[config.mk]
export PLATFORM = sky130hd
export DESIGN_NAME = poi_record_stream_parser
export DESIGN_NICKNAME = d
export VERILOG_FILES = /design/src/prs_pkg.sv /design/src/prs_front.sv /design/src/prs_queue.sv /design/src/prs_back.sv /design/src/poi_record_stream_parser.sv
export SDC_FILE = /design/constraint.sdc
export NUM_CORES = 1
export LEC_CHECK = 0
export BUFFER_PORTS_ARGS = -buffer_cell sky130_fd_sc_hd__clkbuf_2
export CAP_MARGIN = 5
export CORE_UTILIZATION = 52
export CTS_CLUSTER_SIZE = 24
export DETAILED_ROUTE_END_ITERATION = 8
export PLACE_DENSITY = 0.69
export SLEW_MARGIN = 40
export SYNTH_ARGS = -nofsm -noshare
export SYNTH_HDL_FRONTEND = slang
export SYNTH_HIERARCHICAL = 1
export SYNTH_SLANG_ARGS = --single-unit
[constraint.sdc]
create_clock -name clk -period 8.4 [get_ports clk]
set_clock_uncertainty 0.1 [all_clocks]
set_input_delay 0.42 -clock clk [delete_from_list [all_inputs] [get_ports clk]]
set_output_delay 0.42 -clock clk [all_outputs]
set_load 0.02 [all_outputs]
[src/prs_pkg.sv]
// prs_pkg: shared types and constants of the poi record stream parser
// used by prs_front, prs_queue, prs_back and poi_record_stream_parser
// no dependencies

package prs_pkg;

	// record type codes
	localparam logic [7:0] TypeSkipLenA = 8'd0;
	localparam logic [7:0] TypeHeader   = 8'd1;
	localparam logic [7:0] TypeWptA     = 8'd2;
	localparam logic [7:0] TypeWptB     = 8'd3;
	localparam logic [7:0] TypeShortA   = 8'd8;
	localparam logic [7:0] TypeShortB   = 8'd9;
	localparam logic [7:0] TypeShortC   = 8'd24;
	localparam logic [7:0] TypeShortD   = 8'd25;
	localparam logic [7:0] TypeSkipLenB = 8'd100;

	// size constants
	localparam logic [30:0] MaxSizeReset = 31'd100000;
	localparam logic [30:0] WptHdrLen    = 31'd13;
	localparam logic [30:0] SkipHdrLen   = 31'd5;
	localparam logic [30:0] ShortExtra   = 31'd6;
	localparam logic [30:0] HeaderSkip   = 31'd20;

	// result kinds
	typedef enum logic [1:0] {
		KIND_COORD  = 2'd0,
		KIND_TEXT   = 2'd1,
		KIND_NOTICE = 2'd2,
		KIND_ERROR  = 2'd3
	} kind_t;

	// error codes
	localparam logic ErrBadSize = 1'b0;
	localparam logic ErrEndInRec = 1'b1;

	// queue between front and back
	localparam int QDepth = 4;
	localparam int QAw    = $clog2(QDepth);
	localparam int QCntW  = $clog2(QDepth + 1);

	typedef struct packed {
		kind_t        kind;
		logic [31:0]  longitude;
		logic [31:0]  latitude;
		logic [7:0]   text_byte;
		logic         last_of_record;
		logic         carries_unique_id;
		logic [7:0]   record_type;
		logic         error_code;
	} result_t;

endpackage

[src/prs_front.sv]
// prs_front: byte-level record parser, one input beat per cycle while in_fire is high
// pushes at most one result per beat into the queue; depends on prs_pkg

module prs_front (
	input  logic                    clk,
	input  logic                    arst_n,
	input  logic                    in_fire,
	input  logic [7:0]              in_byte,
	input  logic                    in_eos,
	input  logic                    cfg_we,
	input  logic [30:0]             cfg_wdata,
	output logic                    push,
	output prs_pkg::result_t        push_data
);

	typedef enum logic [2:0] {
		PH_TYPE,
		PH_LEN,
		PH_SKIP,
		PH_LON,
		PH_LAT,
		PH_DESC,
		PH_SHORT
	} phase_t;

	phase_t       phase_q, phase_d;
	logic [7:0]   type_q, type_d;
	logic [1:0]   idx_q, idx_d;
	logic [31:0]  word_q, word_d;
	logic [31:0]  lon_q, lon_d;
	logic [30:0]  rem_q, rem_d;
	logic         halted_q, halted_d;
	logic [30:0]  max_q;

	logic [31:0]  word_in;
	logic         word_done;
	logic [30:0]  skip_sz;
	logic [30:0]  short_sz;
	logic [30:0]  rem_dec;
	logic         wpt_bad;
	logic         skip_bad;
	logic         uid;

	// merge incoming byte into its lane
	always_comb begin
		word_in = word_q;
		case (idx_q)
			2'd0: word_in[7:0]   = in_byte;
			2'd1: word_in[15:8]  = in_byte;
			2'd2: word_in[23:16] = in_byte;
			default: word_in[31:24] = in_byte;
		endcase
	end

	assign word_done = (idx_q == 2'd3);
	assign skip_sz   = word_in[30:0] - prs_pkg::SkipHdrLen;
	assign short_sz  = {23'd0, in_byte} + prs_pkg::ShortExtra;
	assign rem_dec   = (rem_q != 31'd0) ? rem_q - 31'd1 : rem_q;
	assign uid       = (type_q == prs_pkg::TypeWptB);
	assign wpt_bad   = word_in[31] || (word_in[30:0] < prs_pkg::WptHdrLen) ||
	                   (word_in[30:0] > max_q);
	assign skip_bad  = word_in[31] || (word_in[30:0] < prs_pkg::SkipHdrLen) ||
	                   (skip_sz > max_q);

	always_comb begin
		phase_d   = phase_q;
		type_d    = type_q;
		idx_d     = idx_q;
		word_d    = word_q;
		lon_d     = lon_q;
		rem_d     = rem_q;
		halted_d  = halted_q;
		push      = 1'b0;
		push_data = '0;
		if (in_fire && !halted_q) begin
			if (in_eos) begin
				if (phase_q != PH_TYPE) begin
					push                 = 1'b1;
					push_data.kind       = prs_pkg::KIND_ERROR;
					push_data.error_code = prs_pkg::ErrEndInRec;
					halted_d             = 1'b1;
				end
			end else begin
				unique case (phase_q)
					PH_TYPE: begin
						type_d = in_byte;
						idx_d  = 2'd0;
						word_d = '0;
						unique case (in_byte) inside
							prs_pkg::TypeSkipLenA, prs_pkg::TypeSkipLenB,
							prs_pkg::TypeWptA, prs_pkg::TypeWptB: begin
								phase_d = PH_LEN;
							end
							prs_pkg::TypeHeader: begin
								rem_d   = prs_pkg::HeaderSkip;
								phase_d = PH_SKIP;
							end
							prs_pkg::TypeShortA, prs_pkg::TypeShortB,
							prs_pkg::TypeShortC, prs_pkg::TypeShortD: begin
								phase_d = PH_SHORT;
							end
							default: begin
								push                  = 1'b1;
								push_data.kind        = prs_pkg::KIND_NOTICE;
								push_data.record_type = in_byte;
							end
						endcase
					end
					PH_LEN: begin
						idx_d  = idx_q + 2'd1;
						word_d = word_in;
						if (word_done) begin
							word_d = '0;
							if (type_q == prs_pkg::TypeWptA || uid) begin
								if (wpt_bad) begin
									push                 = 1'b1;
									push_data.kind       = prs_pkg::KIND_ERROR;
									push_data.error_code = prs_pkg::ErrBadSize;
									halted_d             = 1'b1;
								end else begin
									rem_d   = word_in[30:0] - prs_pkg::WptHdrLen;
									phase_d = PH_LON;
								end
							end else if (skip_bad) begin
								push                 = 1'b1;
								push_data.kind       = prs_pkg::KIND_ERROR;
								push_data.error_code = prs_pkg::ErrBadSize;
								halted_d             = 1'b1;
							end else begin
								rem_d   = skip_sz;
								phase_d = (skip_sz != 31'd0) ? PH_SKIP : PH_TYPE;
							end
						end
					end
					PH_SKIP: begin
						rem_d = rem_dec;
						if (rem_dec == 31'd0) begin
							phase_d = PH_TYPE;
						end
					end
					PH_LON: begin
						idx_d  = idx_q + 2'd1;
						word_d = word_in;
						if (word_done) begin
							lon_d   = word_in;
							word_d  = '0;
							phase_d = PH_LAT;
						end
					end
					PH_LAT: begin
						idx_d  = idx_q + 2'd1;
						word_d = word_in;
						if (word_done) begin
							push                        = 1'b1;
							push_data.kind              = prs_pkg::KIND_COORD;
							push_data.longitude         = lon_q;
							push_data.latitude          = word_in;
							push_data.last_of_record    = (rem_q == 31'd0);
							push_data.carries_unique_id = uid;
							word_d  = '0;
							phase_d = (rem_q != 31'd0) ? PH_DESC : PH_TYPE;
						end
					end
					PH_DESC: begin
						rem_d                       = rem_dec;
						push                        = 1'b1;
						push_data.kind              = prs_pkg::KIND_TEXT;
						push_data.text_byte         = in_byte;
						push_data.last_of_record    = (rem_dec == 31'd0);
						push_data.carries_unique_id = uid;
						if (rem_dec == 31'd0) begin
							phase_d = PH_TYPE;
						end
					end
					PH_SHORT: begin
						if (short_sz > max_q) begin
							push                 = 1'b1;
							push_data.kind       = prs_pkg::KIND_ERROR;
							push_data.error_code = prs_pkg::ErrBadSize;
							halted_d             = 1'b1;
						end else begin
							rem_d   = short_sz;
							phase_d = PH_SKIP;
						end
					end
					default: begin
						phase_d = PH_TYPE;
					end
				endcase
			end
		end
	end

	always_ff @(posedge clk or negedge arst_n) begin
		if (!arst_n) begin
			phase_q  <= PH_TYPE;
			type_q   <= '0;
			idx_q    <= '0;
			word_q   <= '0;
			lon_q    <= '0;
			rem_q    <= '0;
			halted_q <= 1'b0;
			max_q    <= prs_pkg::MaxSizeReset;
		end else begin
			phase_q  <= phase_d;
			type_q   <= type_d;
			idx_q    <= idx_d;
			word_q   <= word_d;
			lon_q    <= lon_d;
			rem_q    <= rem_d;
			halted_q <= halted_d;
			if (cfg_we) begin
				max_q <= cfg_wdata;
			end
		end
	end

	// halt is sticky until reset
	a_halt_sticky: assert property (@(posedge clk) disable iff (!arst_n)
		halted_q |=> halted_q)
		else $error("halt flag dropped without reset");

	// every error result halts the parser
	a_error_halts: assert property (@(posedge clk) disable iff (!arst_n)
		push && (push_data.kind == prs_pkg::KIND_ERROR) |=> halted_q)
		else $error("error emitted without halting");

	// nothing is emitted once halted
	a_quiet_halted: assert property (@(posedge clk) disable iff (!arst_n)
		halted_q |-> !push)
		else $error("result emitted while halted");

endmodule

[src/prs_queue.sv]
// prs_queue: short register queue between parser front and output back
// holds prs_pkg::result_t entries; depends on prs_pkg

module prs_queue (
	input  logic                clk,
	input  logic                arst_n,
	input  logic                push,
	input  prs_pkg::result_t    push_data,
	input  logic                pop,
	output logic                full,
	output logic                not_empty,
	output prs_pkg::result_t    head
);

	prs_pkg::result_t              mem_q [prs_pkg::QDepth];
	logic [prs_pkg::QAw-1:0]       wr_q;
	logic [prs_pkg::QAw-1:0]       rd_q;
	logic [prs_pkg::QCntW-1:0]     cnt_q;

	assign full      = (cnt_q == prs_pkg::QCntW'(prs_pkg::QDepth));
	assign not_empty = (cnt_q != '0);
	assign head      = mem_q[rd_q];

	always_ff @(posedge clk) begin
		if (push) begin
			mem_q[wr_q] <= push_data;
		end
	end

	always_ff @(posedge clk or negedge arst_n) begin
		if (!arst_n) begin
			wr_q  <= '0;
			rd_q  <= '0;
			cnt_q <= '0;
		end else begin
			if (push) begin
				wr_q <= wr_q + 1'b1;
			end
			if (pop) begin
				rd_q <= rd_q + 1'b1;
			end
			case ({push, pop})
				2'b10:   cnt_q <= cnt_q + 1'b1;
				2'b01:   cnt_q <= cnt_q - 1'b1;
				default: cnt_q <= cnt_q;
			endcase
		end
	end

	a_no_overflow: assert property (@(posedge clk) disable iff (!arst_n)
		push |-> !full)
		else $error("push into full queue");

	a_no_underflow: assert property (@(posedge clk) disable iff (!arst_n)
		pop |-> not_empty)
		else $error("pop from empty queue");

	a_count_range: assert property (@(posedge clk) disable iff (!arst_n)
		cnt_q <= prs_pkg::QCntW'(prs_pkg::QDepth))
		else $error("queue count out of range");

endmodule

[src/prs_back.sv]
// prs_back: output register that drains the queue onto the result stream
// packs result_t into tdata/tuser/tlast; depends on prs_pkg

module prs_back (
	input  logic                clk,
	input  logic                arst_n,
	input  logic                q_not_empty,
	input  prs_pkg::result_t    q_head,
	output logic                q_pop,
	output logic                m_tvalid,
	input  logic                m_tready,
	output logic [87:0]         m_tdata,
	output logic [1:0]          m_tuser,
	output logic                m_tlast
);

	logic               valid_q;
	prs_pkg::result_t   res_q;

	// load when the register is empty or being taken this cycle
	assign q_pop = q_not_empty && (!valid_q || m_tready);

	always_ff @(posedge clk or negedge arst_n) begin
		if (!arst_n) begin
			valid_q <= 1'b0;
		end else if (q_pop) begin
			valid_q <= 1'b1;
		end else if (m_tready) begin
			valid_q <= 1'b0;
		end
	end

	always_ff @(posedge clk) begin
		if (q_pop) begin
			res_q <= q_head;
		end
	end

	assign m_tvalid = valid_q;
	assign m_tuser  = res_q.kind;
	assign m_tlast  = res_q.last_of_record;
	assign m_tdata  = {6'd0, res_q.error_code, res_q.record_type,
	                   res_q.carries_unique_id, res_q.text_byte,
	                   res_q.latitude, res_q.longitude};

endmodule

[src/poi_record_stream_parser.sv]
// poi_record_stream_parser: top level of the point-of-interest record parser
// instantiates prs_front, prs_queue and prs_back; depends on prs_pkg

// The parser takes one file byte per beat on the s_ group and can accept a
// new beat every cycle while the queue is not full: each byte is one state
// update in the front parser, which yields at most one result per byte.
// Results go into a four-entry queue and then an output register that
// drives the m_ group, so a stalled consumer only backs up input once the
// queue holds four results; s_tready drops only while the queue is full.
// Each result reaches m_tvalid through the queue and the output register.
// s_tlast marks end of file (the data byte is then ignored): at a record
// boundary it is silently absorbed, inside a record it yields an error
// result. Any error (bad size or end inside a record) halts the parser;
// further beats are accepted and dropped until arst_n. The size limit
// register resets to 100000 and may only be written while the block is
// idle.

module poi_record_stream_parser (
	input  logic          clk,
	input  logic          arst_n,
	// size limit register
	input  logic          cfg_we,
	input  logic [30:0]   cfg_wdata,       // max_record_size
	// byte input stream
	input  logic          s_tvalid,
	output logic          s_tready,
	input  logic [7:0]    s_tdata,         // [7:0] data_byte
	input  logic          s_tlast,         // end_of_stream
	// result stream
	output logic          m_tvalid,
	input  logic          m_tready,
	// [31:0] longitude, [63:32] latitude, [71:64] text_byte,
	// [72] carries_unique_id, [80:73] record_type, [81] error_code, rest zero
	output logic [87:0]   m_tdata,
	output logic [1:0]    m_tuser,         // [1:0] result_kind
	output logic          m_tlast          // last_of_record
);

	logic               in_fire;
	logic               push;
	prs_pkg::result_t   push_data;
	logic               q_full;
	logic               q_not_empty;
	logic               q_pop;
	prs_pkg::result_t   q_head;

	// input is taken whenever the queue has room for a possible result
	assign s_tready = !q_full;
	assign in_fire  = s_tvalid && s_tready;

	// front: classify each beat and update parse state
	prs_front u_front (
		.clk       (clk),
		.arst_n    (arst_n),
		.in_fire   (in_fire),
		.in_byte   (s_tdata),
		.in_eos    (s_tlast),
		.cfg_we    (cfg_we),
		.cfg_wdata (cfg_wdata),
		.push      (push),
		.push_data (push_data)
	);

	// decoupling queue
	prs_queue u_queue (
		.clk       (clk),
		.arst_n    (arst_n),
		.push      (push),
		.push_data (push_data),
		.pop       (q_pop),
		.full      (q_full),
		.not_empty (q_not_empty),
		.head      (q_head)
	);

	// back: output register and packing
	prs_back u_back (
		.clk         (clk),
		.arst_n      (arst_n),
		.q_not_empty (q_not_empty),
		.q_head      (q_head),
		.q_pop       (q_pop),
		.m_tvalid    (m_tvalid),
		.m_tready    (m_tready),
		.m_tdata     (m_tdata),
		.m_tuser     (m_tuser),
		.m_tlast     (m_tlast)
	);

endmodule

* Word-level counts from Yosys, hierarchy flattened
Memory sizes are Yosys's and may differ from the RTL's. A register that Yosys moved wholly into a read port is not among the register bits.
Index checks and enable logic that the tools add are counted.
** Operators by class
- Add/sub/neg operators :: 9
- Magnitude comparators :: 5
- Equality and inequality tests :: 36
- Multiplexer cells :: 70
- Bitwise logic cells :: 1
- Reduce and logical (&&, ||, !) cells :: 38
** Operator list (count)
- 31-bit two-way mux :: 7
- 64-bit two-way mux :: 2
- 31-bit one-hot mux with 4 select lines :: 1
- 31-bit > comparator :: 3
- 85-bit two-way mux :: 1
- 82-bit two-way mux :: 1
- 32-bit one-hot mux with 2 select lines :: 1
- 31-bit zero test :: 2
- 31-bit nonzero test :: 2
- 8-bit two-way mux :: 7
- 8-bit by 2-bit == test with 1-bit output (second input constant) :: 4
- 32-bit two-way mux :: 1
- 31-bit by 3-bit less-than comparator with 1-bit output (second input constant) :: 1
- 31-bit by 4-bit less-than comparator with 1-bit output (second input constant) :: 1
- 31-bit by 1-bit subtractor with 31-bit output (second input constant) :: 1
- 31-bit by 3-bit subtractor with 31-bit output (second input constant) :: 1
- 31-bit by 4-bit subtractor with 31-bit output (second input constant) :: 1
- 3-bit two-way mux :: 9
- 1-bit two-way mux :: 22
- 2-bit two-way mux :: 10
- 3-bit one-hot mux with 6 select lines :: 1
- 8-bit by 4-bit == test with 1-bit output (second input constant) :: 2
- 8-bit by 5-bit == test with 1-bit output (second input constant) :: 2
- 3-bit == test (second input constant) :: 4
- other kinds (41) :: 72
** Word-level totals
- Register bits :: 148
- Bits in writable memories :: 340
- Bits of input ports :: 45
- Output and inout bits :: 93
- Memories :: 1
** Memories
- u_queue.mem_q :: words 4, width 85, read ports 1, clocked after Yosys merged registers in 1, wr ports 1, line prs_queue.sv:15 : prs_pkg::result_t mem_q [prs_pkg::QDepth];

* Longest topological paths before layout
Gate-level depths: netlist (run 1).
- Depth in word-level cells :: 14
- Mapped depth :: 26
- Mapped depth without buffers :: 23

* Hierarchy
The synthesis (run 1) kept the hierarchy.
** By module, submodules not included
- prs_queue :: times used 1, cells an instance 478, area an instance 12677.2 sq um, seq. area each 10385.0 sq um
- prs_front :: times used 1, cells an instance 1379, area an instance 11208.2 sq um, seq. area each 3510.9 sq um
- prs_back :: times used 1, cells an instance 96, area an instance 2645.0 sq um, seq. area each 2577.5 sq um
- poi_record_stream_parser :: times used 1, cells an instance 2, area an instance 10.0 sq um, seq. area each 0.0 sq um

* Worst setup path before layout (run 1)
No wires, ideal clock.
- Path type :: register -> register
- From :: register u_front.idx_q[1]
- To :: memory u_queue/mem_q[0][0] (netlist bit) (enable)
- Library setup time :: 0.453 ns
- Arrival time :: 6.464 ns
- Required time :: 7.847 ns
- Path slack :: 1.383 ns
- Cell stages (with the launch flop) :: 21
- Path buffers :: 3
- Period minus slack after synthesis :: 7.017 ns
- Cell sequence :: dfrtp_1 inv_1 ha_1 buf_2 buf_4 mux2i_1 clkbuf_1 o21ai_0 nor4_1 a31oi_1 or2_2 ha_1 nand4_1 nor4_1 o31ai_1 nand4_1 a221oi_1 nor3b_1 o21ai_0 a31oi_1 and2_1
** Between the ends
- Cells in the longest elaborated chain, start to end :: 14
- Elaborated cells between the ends (all ways) :: 28
- Those cells by class :: add/sub (1); order compare (4); eq/ne (3); mux (14); reduce/logical (6)
** Ends and longest elaborated chain
- start, declared :: line prs_front.sv:28 : logic [1:0] idx_q, idx_d;
- start signal, assigned :: line prs_front.sv:207 : idx_q <= idx_d;
- 2-bit by 1-bit == test with 1-bit output (tied with other cells) :: line prs_front.sv:47 : case (idx_q)
- 3-bit OR reduction (no line)
- 8-bit two-way mux :: line prs_front.sv:47
- 31-bit by 3-bit subtractor with 31-bit output (tied with other cells) :: line prs_front.sv:56 : assign skip_sz = word_in[30:0] - prs_pkg::SkipHdrLen;
- 31-bit > comparator (tied with other cells) :: line prs_front.sv:63 : (skip_sz > max_q);
- 1-bit logical OR, on equally long branches :: line prs_front.sv:62, prs_front.sv:60
- 1-bit two-way mux, on equally long branches :: line prs_front.sv:124, prs_front.sv:115
- 1-bit two-way mux :: line prs_front.sv:114 : if (type_q == prs_pkg::TypeWptA || uid) begin
- 1-bit two-way mux :: line prs_front.sv:112 : if (word_done) begin
- 1-bit one-hot mux with 5 select lines * :: line prs_front.sv:84 : unique case (phase_q)
- 1-bit two-way mux * :: line prs_front.sv:76 : if (in_eos) begin
- 1-bit two-way mux * :: line prs_front.sv:75 : if (in_fire && !halted_q) begin
- net push :: line poi_record_stream_parser.sv:40 : logic push;
- 1-bit two-way mux * :: line prs_queue.sv:25 : if (push) begin
- 1-bit two-way mux (implied by the code) * :: line prs_queue.sv:26 : mem_q[wr_q] <= push_data;
- end, declared :: line prs_queue.sv:15
The timed path passes the listed nets; every way through them passes the cells marked *.

* Worst setup path in the final report (run 1)
- From :: register u_front.idx_q[1]
- To :: memory u_queue/mem_q[1][81] (netlist bit) (enable)
Same word-level chain as after synthesis.

==> run summary, run 1 <==
The post-synthesis instance area is 26540 sq um. The H-tree was split into 2 levels. Port buffering added 131 buffers. The final-report hold violation count is 0. The setup TNS after final layout is 0 ns. The first detailed-routing pass ran for 6 iterations. In the routed layout, each cell is associated on average with a via count of 6.042. The ratio of total power to cell area came out at 308.2 nW/um^2.

By startpoint and endpoint, the worst setup path is classified as reg2reg. The wire length per cell came out at 24.42 um. The floorplan die width came out at about 230 um. The core area came out at approximately 50000 sq um.

The number of synthesized register bits came out at 573. The CTS root buffer is sky130_fd_sc_hd__clkbuf_16. Of the total synthesized cell area, the portion taken by full adders, half adders and majority gates is 3.979%. The insertion delay to the later sink of the worst-skew pair came out at around 0.64 ns. The count of routing violations after the opening detailed-route iteration is around 1.6k.

Cells with a size suffix above 1 make up 19.40% of the layout. The antenna violation net count after detailed routing came out at 0. The endpoint arrival time on the critical path is 7.51 ns. Setup violations remaining at the end of the flow were counted as 0.

Derived from the worst setup path, the maximum achievable clock frequency is 137.1 MHz. By area, the combinational part of the netlist is dominated by simple AND/OR/NAND/NOR gates. The count of final max-slew check failures came out at 0. After detailed routing, the number of remaining DRC violations is 0.

The effective utilization at floorplan came out at 52.79%. IR analysis of the VDD net gives a maximum drop of around 0.17 mV. At the worst endpoint, the required time is 8.61 ns. The final setup slack of the worst path is 1.108 ns. The min-delay analysis places its worst path in the category in2reg. The smallest clock period supported by the final layout is computed as 7.292 ns. At the pin with the least slew margin, the transition time is between 0.8 and 0.9 ns. The signal on the critical path passes through inv_1 > ha_1 > mux2i_4 > o211ai_2 > nor4_1 > a31oi_1 > or2_2 > ha_1 > nand4_1 > nor4_1 > o31ai_1 > nand4_1 > a221oi_1 > nor3b_1 > o21ai_0 > a31oi_2 > and2_4 > buf_4. The area share of the leading cell type in the synthesized netlist came out at 48.09%. The run finished with clean final reports. After clock tree synthesis, the clock-pin slew on the worst setup and hold paths is 0.07 ns. The primary flip-flop cell chosen by synthesis mapping is sky130_fd_sc_hd__edfxtp_1. The Yosys step of the flow raised 6 warnings. The multiplexer area fraction after synthesis is 8.995%.

Counting the fill cells in the layout gives 3876. The die is around 230 um tall. The overall fraction of global-route tracks in use is 26.73%. Setup repair after global routing left no endpoint under its margin. The maximum fanout count along the critical path came out at 38. The length in cells of the worst reg-to-reg path came out at 18.

The number of primary I/O pins came out at 138. The worst min-delay path endpoint is u_front/halted_q$_DFFE_PN0P_. Sorting the synthesized cells by area gives the leading types as sky130_fd_sc_hd__edfxtp_1 48%, sky130_fd_sc_hd__dfrtp_1 13%, sky130_fd_sc_hd__mux4_2 7.2%. The count of mapped cells out of synthesis is 1955. The static leakage came out at 11.74 nW. The post-placement worst setup slack came out at 1.133 ns. Measured against its own limit, the worst slew margin works out to between 30 and 40%.

Summing the areas of all and, or, nand and nor instances in the mapped netlist gives 10.31% of the synthesized area. In this run, placement finished with an instance count of 2702. The share of the Yosys chip area taken by registers is 62.07%. The number of gates resized after CTS was 0. Global routing finished with a remaining overflow of 0. The synthesized netlist contains 85 unique library cells. The share of the cycle needed by the critical path after routing is 86.81%. The overall via count from detail_route came out at 17.18k. The number of maximum-capacitance violations came out at 0.

The total die area is 51950 sq um. After synthesis, the share of flip-flops with an asynchronous set or reset is between 20% and 30%. The wire-length estimate of the detail-placed layout is between 40000 and 50000 um. The number of sinks on the clock net is 573. The number of flops mapped to enable cells by yosys came out at between 400 and 500. The pin count of the biggest net entering global routing came out at 65. The launch point of the worst hold path is s_tlast.

The weighted congestion at the end of routability-driven global placement is ~0.98. TritonCTS built the clock tree. The average footprint of a synthesized cell is 13.58 sq um. The maximum single-stage delay on the critical path is 0.72 ns. Along the worst hold path, the cell count comes to 3. The slack of the worst reg-to-reg path is roughly 1.1 ns. The number of setup buffers added after CTS is 0. The type of element launching the critical path is a flip-flop. The critical path starts at u_front/idx_q[1]$_DFFE_PN0P_. The row count came out at 82. The finished layout holds 2843 standard cells, fillers aside. Relative to the synthesized area, the layout overhead comes to 14.10%. The startpoint of the most critical register-to-register path is u_front/idx_q[1]$_DFFE_PN0P_. The number of nets in the layout came out at ~2.3k. Among all stages on the critical path, the largest delay is contributed by sky130_fd_sc_hd__nor4_1. The worst register-to-register path ends at u_queue/mem_q[1][81]$_DFFE_PP_. The number of global-route vias before repair is 17.15k.

The initial antenna violation count is 2. The deepest clock path buffer count came out at 3. The TritonCTS buffer count came out at 56.

The worst setup path is captured at a flip-flop. Measured on the finished design, the core utilization comes to 60.24%. The routed wire length came out at around 69000 um. The synthesized-area fraction occupied by ao, oa, aoi and oai cells is 9.169%. The cell taking the most area after synthesis is sky130_fd_sc_hd__edfxtp_1. The synthesized-area fraction occupied by xor and xnor cells came out at 2.051%. The first-pass GRT wire length came out at ~100000 um.
## critical path, delay by kind of cell, from the launching register on
family | cells | cell delay (ns)
adder cells (fa/ha/maj) | 2 | 1.03
buffers and inverters | 2 | 0.41
multiplexers | 1 | 0.48
AND/OR/NAND/NOR | 7 | 2.98
flip-flops | 1 | 0.42
AO/OA/AOI/OAI | 6 | 1.49
## synthesized netlist by cell type (all sizes together), types with 6 or more instances
cell and number:
a2111oi 7, a211oi 12, a21o 6, a21oi 109, a22oi 7, a31oi 15, a32oi 13, and2 63
and3 14, buf 45, clkbuf 62, dfrtp 142, dfstp 6, edfxtp 425, ha 82, inv 85
mux2 9, mux2i 33, mux4 85, nand2 127, nand2b 9, nand3 24, nand4 24, nor2 137
nor2b 9, nor3 48, nor3b 7, nor4 30, o21ai 100, o22ai 16, o31ai 53, or2 9
or3 10, or4 10, xnor2 49, xor2 11
## state kept, by name (all words and copies together), names as in the netlist
signal	flops
u_back/m_tuser	2
u_back/m_tdata	82
u_front/rem_q	31
u_front/word_q	32
u_front/halted_q	1
u_front/lon_q	32
u_front/type_q	8
u_front/idx_q	2
u_back/m_tlast	1
u_back/m_tvalid	1
u_queue/rd_q	2
u_front/phase_q	3
u_queue/mem_q	340
u_queue/wr_q	2
u_queue/cnt_q	3
u_front/max_q	31
## stage by stage
stage / total power, mW / instance area, sq um / hold slack [ns]
finish: 9.332 / 30280 / 0.07819
floorplan: 5.849 / 26560 / 0.02441
detailed placement: 6.811 / 28030 / 0.2937
global placement: 6.735 / 27930 / 0.2876
global route: 9.732 / 30280 / 0.08174
CTS: 9.352 / 30240 / 0.03651
## what timing repair did
action / 4_1_cts / 5_1_grt
hold endpoints to repair: 81 / 0
hold buffers: 33 / 0
setup endpoints to repair: 0 / 0
## logic make-up (layout without fill, tap and decap cells)
group	count (synthesis)	count (layout)
other	1	7
adder cells (fa/ha/maj)	84	84
AND/OR/NAND/NOR	539	539
flip-flops	573	573
XOR/XNOR	60	60
multiplexers	127	127
buffers and inverters	194	404
AO/OA/AOI/OAI	377	377
## final cells by class
type	count	area, sq um	share of cell area, %
inverters	87	326.6	1.078
clock inverters	42	452.9	1.496
flip-flops and latches	573	16480	54.42
well taps	672	840.8	2.777
clock buffers	64	1431	4.727
repair buffers	211	1445	4.772
multi-input cells	1193	9303	30.72
diodes	1	2.502	0.008263
## worst max path at each step
stage,endpoint,depth (start not counted)
4_1_cts,u_queue/mem_q[1][0]$_DFFE_PP_,18
3_5_place_dp,u_queue/mem_q[1][71]$_DFFE_PP_,18
6_report,u_queue/mem_q[1][81]$_DFFE_PP_,18
5_1_grt,u_queue/mem_q[1][69]$_DFFE_PP_,18
3_3_place_gp,u_queue/mem_q[1][71]$_DFFE_PP_,18
2_1_floorplan,u_queue/mem_q[0][0]$_DFFE_PP_,20
## placed cells by master, fill, tap and decap left out, types with 25 or more instances in the layout
| cell | instances |
|---|---|
| sky130_fd_sc_hd__nor3_1 | 45 |
| sky130_fd_sc_hd__inv_1 | 85 |
| sky130_fd_sc_hd__o21ai_0 | 94 |
| sky130_fd_sc_hd__a21oi_1 | 108 |
| sky130_fd_sc_hd__o31ai_1 | 51 |
| sky130_fd_sc_hd__xnor2_1 | 48 |
| sky130_fd_sc_hd__nor2_1 | 136 |
| sky130_fd_sc_hd__clkbuf_2 | 129 |
| sky130_fd_sc_hd__ha_1 | 81 |
| sky130_fd_sc_hd__mux4_2 | 85 |
| sky130_fd_sc_hd__dfrtp_1 | 140 |
| sky130_fd_sc_hd__and2_1 | 56 |
| sky130_fd_sc_hd__dlygate4sd3_1 | 33 |
| sky130_fd_sc_hd__edfxtp_1 | 425 |
| sky130_fd_sc_hd__clkbuf_16 | 56 |
| sky130_fd_sc_hd__nand2_1 | 127 |
| sky130_fd_sc_hd__buf_4 | 39 |
| sky130_fd_sc_hd__mux2i_1 | 25 |
## where the power goes
part	switching, mW	internal (mW)
Combinational	1.94	1.19
Clock	1.10	1.43
Sequential	0.243	3.44
## metal layers
layer	GRT usage (%)	vias to the layer above	share of wire, %
li1	-	7763	-
met1	37.37	8618	43
met2	42.34	649	47
met3	3.300	145	5.7
met4	11.93	2	4.5
met5	0	-	0.024
Note: power is estimated with default switching activity, not from simulation.
==> run 2: changes to the inputs <==
--- a/config.mk
+++ b/config.mk
@@ -10,6 +10,7 @@
 export CORE_UTILIZATION = 52
 export CTS_CLUSTER_SIZE = 24
 export DETAILED_ROUTE_END_ITERATION = 8
+export GPL_TIMING_DRIVEN = 0
 export PLACE_DENSITY = 0.69
 export SLEW_MARGIN = 40
 export SYNTH_ARGS = -nofsm -noshare
==> run summary, run 2 (synthesis gave the netlist of run 1 again) <==
The number of vias per cell after detailed routing came out at 6.086. The worst-case IR drop observed on VDD is 0.2069 mV. Setup violations remaining at the end of the flow were counted as 0. The area growth from synthesis to layout is 15.73%.

Across all setup checks in the final design, the least slack found is 0.6370 ns. The net switching power figure is 3.380 mW. The fraction of power consumed by sequential logic came out at between 30% and 40%. The number of nets in the layout came out at 2321.

The number of primary I/O pins is 138. Adding up every negative setup slack in the final design gives 0 ns. The slew of the pin with the lowest slew margin is 0.8865 ns. The final-report hold violation count was 0. The deepest clock path buffer count is 3. The maximum single-stage delay on the critical path came out at 0.64 ns.

The worst setup path is captured at a flip-flop. Routability-driven placement finished with a final weighted congestion of 0.9687. The total die area came out at 51950 sq um.

The number of fillers in the final layout is 3849. The maximum fanout count along the critical path is 34. The residual DRC count is 0.

TritonCTS built the clock tree. At the later pin of the worst-skew pair, clock insertion delay measures 0.63 ns. The count of inserted antenna diode cells is 0.

The antenna violation net count after detailed routing is 0. The clock share of power is a little over a quarter. The total grt overflow came out at 0.

The min-delay analysis places its worst path in the category in2reg. The static leakage came out at approximately 12 nW. The internal portion of total power is 6.122 mW. The pin count of the biggest net entering global routing came out at 70. The endpoint arrival time on the critical path came out at 7.96 ns. CTS placed an instance of sky130_fd_sc_hd__clkbuf_16 at the clock tree root. The first-pass GRT wire length is 111100 um. The overall via count from detail_route came out at 17.73k.

The routed wire length is approximately 74000 um. The top cell types in the final layout, fill and taps aside, are 425 x sky130_fd_sc_hd__edfxtp_1, 142 x sky130_fd_sc_hd__dfrtp_1, 137 x sky130_fd_sc_hd__nor2_1. The height of the die came out at 227.9 um. The library cell used most frequently in the layout, excluding fill and tap cells, is sky130_fd_sc_hd__edfxtp_1. The effective utilization at floorplan came out at 52.79%. The area used by multi-input combinational logic came out at 9360 sq um. Global routing used 28.55% of the available tracks across all layers.

Dividing the detail-routed wire length by the instance count gives 25.41 um. The length of routed wiring on met1 came out at 30230 um. The share of layout cells above drive strength 1 came out at between 10% and 20%. The count of final max-slew check failures came to 0.

The worst setup path is launched from a flip-flop. The final hold slack is 0.05557 ns. The count of routing violations after the opening detailed-route iteration came out at about 1.5k. The TritonCTS buffer count is 57.

The final critical-path required period is 7.763 ns. The register ranked first by flip-flop count is u_queue/mem_q. The clock tree synthesis step divided the H-tree into 2 levels.

The number of maximum-capacitance violations is 0. The sequential cell area came out at 16470 sq um. After detailed routing, no signal wire sits above met5. The data required time at the worst endpoint is between 8 and 9 ns.

The critical path is of the reg2reg type. The routed length on met2 is 35720 um. The register with the most flip-flops in the layout has 340 of them. The highest achievable clock rate is 128.8 MHz. The number of setup buffers added after CTS came out at 0.

The portion of total power attributed to combinational logic came out at 35.7%. Prior to clock tree synthesis, the placed netlist has a worst setup slack of 0.8497 ns. Summed over all nets, the half-perimeter wirelength after detailed placement is 52330 um. The core area came out at roughly 50000 sq um. The run finished with clean final reports. The total chip power is around 9.5 mW. The initial antenna violation count came out at 1. Among all stages on the critical path, the largest delay is contributed by sky130_fd_sc_hd__a31oi_2. Dividing the final minimum period by the clock period gives around 92%.

The number of sinks on the clock net came out at 573. Wire segments on met3 add up to 5275 um in the final route. The critical path goes through inv_1 > ha_1 > buf_2 > buf_4 > mux2i_1 > clkbuf_1 > o21ai_0 > nor4_1 > a31oi_1 > or2_2 > ha_1 > nand4_1 > nor4_1 > o31ai_1 > nand4_1 > a221oi_1 > nor3b_1 > o21ai_0 > a31oi_2 > and2_4 > buf_12. The row count came out at 82. The floorplan die width came out at between 200 and 250 um. Of the total power, the share spent switching nets is 35.57%. The number of detailed-routing iterations run before antenna repair is 5. Dividing total power by cell area gives a power density of 309.4 nW/um^2. Port buffering added 126 buffers. The number of global-route vias before repair is 17.67k. Setup repair after global routing left no endpoint under its margin. The worst max-slew margin expressed relative to the limit came out at 39.73%. The clock-pin slew of the registers on the worst-case setup and hold paths came out at 0.07 ns.
run 2: metal layers:
layer / track usage, % / vias up
li1: - / 7903
met1: 38.76 / 8896
met2: 46.78 / 789
met3: 4.188 / 138
met4: 10.99 / 2
met5: 0 / -
run 2: path summary, 6_finish.rpt:
check / slack, ns / cells after the start / endpoint / startpoint
max: 0.64 / 21 / u_queue/mem_q[2][77]$_DFFE_PP_ / u_front/idx_q[1]$_DFFE_PN0P_
min: 0.06 / 3 / u_front/halted_q$_DFFE_PN0P_ / s_tlast
max in group asynchronous: 7.36 / 3 / u_front/lon_q[1]$_DFFE_PN0P_ / arst_n
min in group asynchronous: 0.16 / 2 / u_front/rem_q[30]$_DFFE_PN0P_ / arst_n
max reg2reg: 0.64 / 21 / u_queue/mem_q[2][77]$_DFFE_PP_ / u_front/idx_q[1]$_DFFE_PN0P_
min reg2reg: 0.38 / 1 / u_front/halted_q$_DFFE_PN0P_ / u_front/halted_q$_DFFE_PN0P_
run 2: power groups by stage:
stage	Combinational [mW]	Clock, mW	Sequential (mW)
after detailed placement	3.32	0	3.65
after global routing	3.61	2.66	3.63
after global placement	3.21	0	3.65
after CTS	3.35	2.55	3.60
final	3.39	2.52	3.60
after floorplan	1.96	0	3.89
run 2: layout make-up:
class | instances | area share [%]
plain buffers | 107 | 1.886
clock buffers | 72 | 4.892
inverters | 87 | 1.063
well taps | 672 | 2.737
multi-input cells | 1193 | 30.47
repair buffers | 174 | 4.139
clock inverters | 35 | 1.173
flip-flops and latches | 573 | 53.63
run 2: worst max-delay path, delay by kind of cell (launching register included):
family,cells,cell delay (ns)
compound gates,6,1.60
fa+ha+maj,2,0.50
flops,1,0.41
simple gates,7,2.94
mux,1,0.27
buf+inv,5,1.52
run 2: timing repair:
action,4_1_cts,5_1_grt
resized for setup,0,0
hold buffers,33,0
endpoints found under the hold margin,136,0
run 2: stage by stage:
stage / instances / util [%] / area (sq um)
after floorplan: 1960 / - / 26560
after global placement: 2758 / 55.76 / 28030
after detailed placement: 2773 / 56.66 / 28480
after CTS: 2913 / 61.02 / 30680
after global routing: 2913 / 61.10 / 30710
final: 2913 / 61.10 / 30710
==> run 3: changes to the inputs <==
--- a/config.mk
+++ b/config.mk
@@ -8,6 +8,7 @@
 export BUFFER_PORTS_ARGS = -buffer_cell sky130_fd_sc_hd__clkbuf_2
 export CAP_MARGIN = 5
 export CORE_UTILIZATION = 52
+export CTS_BUF_LIST = sky130_fd_sc_hd__clkbuf_2
 export CTS_CLUSTER_SIZE = 24
 export DETAILED_ROUTE_END_ITERATION = 8
 export GPL_TIMING_DRIVEN = 0
==> run summary, run 3 (synthesis gave the netlist of run 1 again) <==
The number of maximum-capacitance violations is 0. The highest achievable clock rate is around 130 MHz. Pin placement for this block handled 138 I/O pins. For this run the aggregate overflow at the end of global routing stands at 0. The startpoint of the most critical register-to-register path is u_front/idx_q[1]$_DFFE_PN0P_.

Counting the buffers created by CTS gives 143. At the end of the flow, the number of nets in the layout was 2515. Setup repair after global routing left no endpoint under its margin. The HPWL after detailed placement is 52330 um.

On the critical path, the stage with the largest delay is an instance of sky130_fd_sc_hd__a31oi_2. The initial antenna violation count came to 3. The overall fraction of global-route tracks in use is 29.88%. The count of routing violations after the opening detailed-route iteration came out at 1665.

The setup path with the least slack is of type reg2reg. The height of the die came out at around 230 um. The wire length per cell came out at 24.07 um.

For the finished layout, the period the worst path requires is between 7 and 8 ns. After clock tree synthesis, the setup repair step added 0 buffers. The residual DRC count is 0.

The worst max-slew margin expressed relative to the limit came out at approximately 40%. The type of element launching the critical path is a flip-flop. The number of sinks on the clock net is 573. The count of nets left with antenna violations once routing finished came out at 0. Setup total negative slack on the finished layout was measured at 0 ns. The completed layout was analyzed and its total power is 9.015 mW. The ratio of total power to cell area is between 200 and 300 nW/um^2. The share of the cycle needed by the critical path after routing came out at between 90% and 100%. The effective utilization at floorplan is 52.79%.

The startpoint identified for the worst hold timing path is s_tdata[7]. The worst-case IR drop observed on VDD is around 0.14 mV. The flow ran to the end, and the final reports show no timing, DRC or antenna violations.

The first global-routing pass estimated 115300 um of wire. The routed wire length came out at 76590 um. The capturing element type of the critical path is a flip-flop. The min-delay analysis places its worst path in the category in2reg. The slew of the pin with the lowest slew margin came out at around 0.9 ns.

The core area is 50270 sq um. In this run the horizontal extent of the chip is 227.9 um. The row count is 82. The data required time at the worst endpoint came out at 9.22 ns.

Traced cell by cell, the critical path runs through inv_1 > ha_1 > buf_2 > buf_4 > mux2i_1 > clkbuf_1 > o21ai_0 > nor4_1 > a31oi_1 > or2_2 > ha_1 > nand4_1 > nor4_1 > o31ai_1 > nand4_1 > a221oi_1 > nor3b_1 > o21ai_0 > a31oi_2 > and2_4 > buf_12. The number of global-route vias before repair is 19.02k. Counting flops per register, the top entry is u_queue/mem_q. The overall via count from detail_route is ~19k. Data arrives at the worst endpoint at between 8 and 9 ns. TritonCTS built the clock tree.

The maximum single-stage delay on the critical path is 0.70 ns. Dividing the detail-routed via count by the number of cells gives roughly 6. The deepest clock path buffer count came out at 3.

The final-report hold violation count is 0. The count of final max-slew check failures is 0. After clock tree synthesis, the clock-pin slew on the worst setup and hold paths is 0.10 ns. The area growth from synthesis to final layout is 18.22%. The library cells used most frequently in the layout, excluding fill and tap cells, are 425 x sky130_fd_sc_hd__edfxtp_1, 341 x sky130_fd_sc_hd__clkbuf_2, 142 x sky130_fd_sc_hd__dfrtp_1. The first detailed-routing pass ran for 7 iterations. The count of port buffers added during placement came out at between 100 and 150. The total die area came out at 51950 sq um.

The maximum fanout count along the critical path is 34. The static leakage is between 10 and 15 nW. At the end of routability-driven placement, the weighted congestion stood at between 0.9 and 1. The flip-flop count of the largest register, all copies and words added is 340. The insertion delay to the later sink of the worst-skew pair came out at ~1.3 ns.

The share of layout cells above drive strength 1 is 23.10%. Setup violations remaining at the end of the flow were counted as 0. The most critical setup path has its startpoint at u_front/idx_q[1]$_DFFE_PN0P_. The number of H-tree branching levels came out at 4.

Leaving out fill and tap cells, the most frequent cell in the layout is sky130_fd_sc_hd__edfxtp_1. Entering global routing, the biggest net connects 70 pins. The root buffer cell chosen for the clock tree is sky130_fd_sc_hd__clkbuf_2.
[run 3: metrics by stage]
step / utilization (%) / worst slack [ns] / instance area [sq um] / hold WS, ns / std cells
after floorplan: - / 1.383 / 26560 / 0.02441 / 1960
after global placement: 55.76 / -2.140 / 28030 / 0.3577 / 2758
after detailed placement: 56.66 / 0.8497 / 28480 / 0.2600 / 2773
after CTS: 62.31 / 0.7791 / 31330 / 0.02324 / 3178
after global routing: 62.41 / 0.2666 / 31380 / 0.06166 / 3182
final: 62.41 / 0.5897 / 31380 / 0.1618 / 3182
[run 3: cell type report]
| type | count | area [sq um] |
|---|---|---|
| Tap cell | 672 | 840.8 |
| Multi-Input combinational cell | 1193 | 9356 |
| Antenna cell | 3 | 7.507 |
| Buffer | 107 | 578.1 |
| Timing Repair Buffer | 282 | 2362 |
| Fill cell | 3864 | 18900 |
| Clock buffer | 216 | 1081 |
| Sequential cell | 573 | 16470 |
| Clock inverter | 49 | 349.1 |
| Inverter | 87 | 326.6 |
[run 3: path summary, 6_finish.rpt]
check | cells past startpoint | slack [ns] | end
setup reg to reg | 21 | 0.59 | u_queue/mem_q[2][75]$_DFFE_PP_
setup / recovery | 21 | 0.59 | u_queue/mem_q[2][75]$_DFFE_PP_
hold reg to reg | 1 | 0.39 | u_front/halted_q$_DFFE_PN0P_
min in group asynchronous | 5 | 0.58 | u_front/rem_q[30]$_DFFE_PN0P_
max in group asynchronous | 6 | 6.93 | u_front/word_q[1]$_DFFE_PN0P_
hold / removal | 4 | 0.16 | u_front/lon_q[7]$_DFFE_PN0P_
[run 3: repair_timing]
| item | 4_1_cts | 5_1_grt |
|---|---|---|
| setup endpoints to repair | 0 | 0 |
| gates resized for setup | 0 | 0 |
| endpoints found under the hold margin | 384 | 1 |
| hold buffers | 140 | 1 |
[run 3: layer usage]
metal | GRT usage, % | part of all wire, % | vias up
li1 | - | - | 8415
met1 | 39.38 | 41 | 9435
met2 | 47.88 | 48 | 853
met3 | 6.513 | 6.9 | 160
met4 | 13.21 | 3.8 | 2
met5 | 0 | 0.010 | -
[run 3: report_power, final]
group / total (mW) / leakage (nW) / internal (mW) / switching [mW]
sequential: 3.59 / 6.07 / 3.43 / 0.164
clock: 1.98 / 1.07 / 0.850 / 1.13
combinational: 3.45 / 5.33 / 1.30 / 2.14
total: 9.01 / 12.5 / 5.58 / 3.44
[run 3: critical path, delay by kind of cell, from the launching register on]
family | cells | cell delay (ns)
buf+inv | 5 | 1.52
compound gates | 6 | 1.64
flops | 1 | 0.42
mux | 1 | 0.27
simple gates | 7 | 2.93
fa+ha+maj | 2 | 0.50
